<file path="config.mk">
export PLATFORM = sky130hd
export DESIGN_NAME = slt_cell
export DESIGN_NICKNAME = d
export VERILOG_FILES = /design/src/rtl/sorted_list_table_unit_assert.svh /design/src/rtl/slt_pkg.sv /design/src/rtl/slt_cell.sv
export SDC_FILE = /design/constraint.sdc
export NUM_CORES = 1
export LEC_CHECK = 0
export BUFFER_PORTS_ARGS = -buffer_cell sky130_fd_sc_hd__buf_2
export CAP_MARGIN = 15
export CORE_MARGIN = 2
export CORE_UTILIZATION = 43
export CTS_CLUSTER_SIZE = 28
export DETAILED_ROUTE_END_ITERATION = 6
export GPL_TIMING_DRIVEN = 0
export PLACE_DENSITY = 0.81
export SYNTH_ARGS = -nofsm -noshare
export SYNTH_HDL_FRONTEND = slang
export SYNTH_SLANG_ARGS = --single-unit
</file>
<file path="constraint.sdc">
create_clock -name clk -period 3.3 [get_ports clk]
set_input_delay 0.33 -clock clk [delete_from_list [all_inputs] [get_ports clk]]
set_output_delay 0.33 -clock clk [all_outputs]
set_load 0.01 [all_outputs]
</file>
<file path="src/rtl/sorted_list_table_unit_assert.svh">
// Assertion macros for the sorted list table RTL.
// Each expands to a labeled concurrent assertion on clk, disabled in reset.
`ifndef SORTED_LIST_TABLE_UNIT_ASSERT_SVH
`define SORTED_LIST_TABLE_UNIT_ASSERT_SVH

// Same-cycle implication.
`define SLT_ASSERT_NOW(label, ante, cons, msg) \
  label: assert property (@(posedge clk) disable iff (rst) (ante) |-> (cons)) \
    else $error(msg);

// Next-cycle implication.
`define SLT_ASSERT_NEXT(label, ante, cons, msg) \
  label: assert property (@(posedge clk) disable iff (rst) (ante) |=> (cons)) \
    else $error(msg);

`endif

</file>
<file path="src/rtl/slt_pkg.sv">
`timescale 1ns / 1ps
package slt_pkg;

  localparam int DATA_W = 32;
  localparam int OP_W   = 2;
  localparam int POS_W  = 6;
  localparam int ST_W   = 3;
  localparam int TOT_W  = 7;

  typedef enum logic [OP_W-1:0] {
    OP_INSERT = 2'd0,
    OP_REMOVE = 2'd1,
    OP_READ   = 2'd2,
    OP_FIND   = 2'd3
  } slt_op_t;

  typedef enum logic [ST_W-1:0] {
    ST_OK        = 3'd0,
    ST_EMPTY     = 3'd1,
    ST_NOT_FOUND = 3'd2,
    ST_BAD_POS   = 3'd3,
    ST_FULL      = 3'd4
  } slt_status_t;

  typedef enum logic [1:0] {
    S_IDLE = 2'd0,
    S_CMP  = 2'd1,
    S_UPD  = 2'd2
  } slt_state_t;

  // Broadcast from the controller to every cell.
  typedef struct packed {
    logic                     cmp_en;
    logic                     ins_en;
    logic                     rem_en;
    logic signed [DATA_W-1:0] value;
    logic [POS_W-1:0]         position;
  } slt_ctl_t;

endpackage

</file>
<file path="src/rtl/slt_cell.sv">
`timescale 1ns / 1ps
// One slot of the sorted chain. Holds one entry, compares it against the
// broadcast value, and shifts toward a neighbor on insert or remove.
module slt_cell #(
  parameter int IDX   = 0,
  parameter int CNT_W = 7
) (
  input  logic                             clk,
  input  slt_pkg::slt_ctl_t                ctl,
  input  logic [CNT_W-1:0]                 count,
  input  logic                             left_lt,
  input  logic signed [slt_pkg::DATA_W-1:0] left_entry,
  input  logic signed [slt_pkg::DATA_W-1:0] right_entry,
  output logic signed [slt_pkg::DATA_W-1:0] entry,
  output logic                             lt,
  output logic                             eq,
  output logic signed [slt_pkg::DATA_W-1:0] rd_term
);

  localparam logic [CNT_W-1:0] IDX_C = CNT_W'(IDX);
  localparam bit REACH = (IDX < (1 << slt_pkg::POS_W));

  logic vld;
  logic hit;

  assign vld = (IDX_C < count);

  // compare flags, held through the update cycle
  always_ff @(posedge clk) begin
    if (ctl.cmp_en) begin
      lt  <= vld && (entry < ctl.value);
      eq  <= vld && (entry == ctl.value);
      hit <= REACH && (ctl.position == slt_pkg::POS_W'(IDX));
    end
  end

  // insert: first slot not below value takes it, later slots shift right
  // remove: slots at or past the first match pull from the right
  always_ff @(posedge clk) begin
    if (ctl.ins_en) begin
      if (left_lt && !lt) begin
        entry <= ctl.value;
      end else if (!left_lt) begin
        entry <= left_entry;
      end
    end else if (ctl.rem_en) begin
      if (!lt) begin
        entry <= right_entry;
      end
    end
  end

  assign rd_term = hit ? entry : '0;

endmodule

</file>
==> results.json <==
{
  "ys_seq_area_share_pct": 37.6,
  "crit_fanout": 3,
  "drc": 0,
  "clkLatencyLatePin_ns": 0.28,
  "area_growth_pct": 39.6,
  "max_slew_margin_pct": 57.5,
  "outcome": "complete, no violations",
  "power_density_mw_per_mm2": 363,
  "clk_pin_slew_ns": 0.07,
  "num_antenna_cells": 0,
  "cts_sinks": 35,
  "seqCellArea_mm2": 0.00105,
  "syn_area_mm2": 0.00280,
  "crit_family": "simple AND/OR/NAND/NOR gates",
  "crit_type": "reg2reg",
  "io_buffers": 178,
  "finalSetupViolations": 0,
  "crit_path_end_kind": "register",
  "cp-start-kind": "register",
  "place_area_mm2": 0.00383,
  "die_area_mm2": 0.00717,
  "grt_usage_pct": 21.8,
  "multi_input_area_mm2": 0.00158,
  "coreArea_mm2": 0.00631,
  "start_util_pct": 44.3,
  "grt_pass1_wl_mm": 12.7,
  "yosys_warnings": 0,
  "io_pins": 180,
  "h-tree-depth": 2,
  "synth_cell_type_count": 29,
  "max_stage_delay_ns": 0.48,
  "finalWirelength_mm": 7.95,
  "total_power_mw": 1.42,
  "hold_violations": 0,
  "synthCells": 304,
  "hp-class": "in2reg",
  "cts_hold_buf": 0,
  "grt_start_max_net_pins": 19,
  "final.period_utilization_pct": 70.5,
  "fp-row-count": 29,
  "ys_async_sr_fraction_pct": 0,
  "cts_buffers": 5,
  "required_ns": 3.33,
  "fin_crit_ns": 2.33,
  "max_cap_violations": 0,
  "first_pass_iters": 4,
  "grt_pass1_vias": 2799,
  "synth_edf_count": 35,
  "path_buf_inv": 0,
  "syn-num-nets": 450,
  "p_leak_nw": 1.99,
  "cts-root-buf": "clkbuf_8",
  "syn_area_per_cell_um2": 9.21,
  "worstPathCellList": "ha_1 > nand4_1 > nor4_1 > o21ai_1 > a31oi_1 > mux2_2",
  "drt_iter0_markers": 62,
  "vias": 2821,
  "rsz0062_at_grt": "no",
  "hpwlAfterDp_mm": 6.56,
  "worst_slew_pin_slew_ns": 0.638,
  "routabilityCongestion": 0.781,
  "critPathSlowestCell": "nor4_1",
  "cts_tree": "built",
  "drive_gt1_share_pct": 38.9,
  "cts_resized": 0,
  "max_freq_mhz": 430,
  "peakVddDrop_mv": 0.198,
  "wl_per_cell_um": 14.0,
  "via_per_inst": 4.97,
  "die_w_um": 84.7,
  "fill_cells": 592,
  "overflow": 0,
  "layout.nets": 636,
  "fin_skew_ns": 0.00209,
  "cts_buffer_depth": 2,
  "cts_setup_buffers": 0,
  "drt.antenna.violating_nets": 0,
  "drv_slew": 0,
  "ys_dominant_reg_cell": "edfxtp_1",
  "ys_seq_elements": 35,
  "die_h_um": 84.7,
  "antenna_found_initial": 0,
  "final_area_mm2": 0.00391,
  "cp.arrival_ns": 2.36
}
[placed cells by master (no fill, tap or decap), types with 10 or more instances in the layout]
| cell | Yosys | routed |
|---|---|---|
| and2_1 | 32 | 32 |
| nand2_1 | 10 | 10 |
| nor2_1 | 36 | 36 |
| mux2i_1 | 32 | 32 |
| a21oi_1 | 46 | 46 |
| edfxtp_1 | 35 | 35 |
| inv_1 | 34 | 34 |
| ha_1 | 32 | 32 |
| buf_2 | 3 | 181 |
| clkbuf_1 | 11 | 12 |
[cell type report]
| type | instances | area share (%) |
|---|---|---|
| inverter | 34 | 3.27 |
| timing repair buffer | 179 | 23.5 |
| sequential | 35 | 26.9 |
| buffer | 14 | 1.44 |
| clock inverter | 2 | 0.192 |
| tap | 77 | 2.47 |
| clock buffer | 6 | 1.86 |
| multi-input combinational | 221 | 40.4 |
[sequential cells by signal, summed over array words and instances, names as in the netlist]
register	cells
eq	1
hit	1
entry	32
lt	1
[cells by family after synthesis]
| family | count (synthesis) | share of synthesized area [%] |
|---|---|---|
| buf+inv | 48 | 6.57 |
| flops | 35 | 37.6 |
| mux | 33 | 11.8 |
| fa+ha+maj | 32 | 14.3 |
| compound gates | 59 | 11.0 |
| simple gates | 97 | 18.7 |
[worst register-to-register path, cell delays in order (launching register included)]
cell	delay, ns
edfxtp_1	0.43
ha_1	0.34
nand4_1	0.14
nor4_1	0.48
o21ai_1	0.13
a31oi_1	0.21
mux2_2	0.35
[per-stage QoR]
stage               setup WS, ns  TNS [ns]  utilization [%]  hold WS, ns  cells
CTS                        0.944         0             61.9        0.280    568
global route               0.826         0             61.9        0.291    568
detailed placement         0.929         0             60.6        0.575    560
floorplan                  0.590         0                -        0.442    304
finish                     0.973         0             61.9        0.289    568
global placement          -0.355    -11.30             60.0        0.571    559
[final timing paths]
| check | start | to | slack [ns] | depth (start not counted) |
|---|---|---|---|---|
| min | ctl[40] | hit | 0.29 | 1 |
| max | entry[15] | lt | 0.97 | 6 |
| max reg2reg | entry[15] | lt | 0.97 | 6 |
| min reg2reg | lt | entry[1] | 0.85 | 1 |
[power breakdown]
part	internal (mW)	switching, mW	leakage (nW)	total, mW
registers	0.563	0.0417	0.341	0.605
logic	0.248	0.273	1.61	0.521
clock network	0.144	0.147	0.0403	0.291
total	0.955	0.462	1.99	1.42
[metal layers]
layer	GRT usage [%]	part of all wire (%)
met1	26.2	41
met2	40.7	53
met3	3.34	5.7
met4	5.19	0.72
met5	0	0
[synth_stat cells, types with 2 or more instances]
cell	count	share of area, %
mux2i_1	32	11
nand2_1	10	1.3
inv_1	34	4.6
nand4_1	4	0.89
ha_1	32	14
nor2_1	36	4.8
nor4_1	2	0.45
and4_1	2	0.63
a21oi_1	46	8.2
clkbuf_1	11	1.5
edfxtp_1	35	38
buf_2	3	0.54
and2_1	32	7.2
nor2b_1	3	0.67
a211oi_1	2	0.54
nand2b_1	2	0.45
o21ai_0	6	1.1
Power figures use the tool's default switching activity.
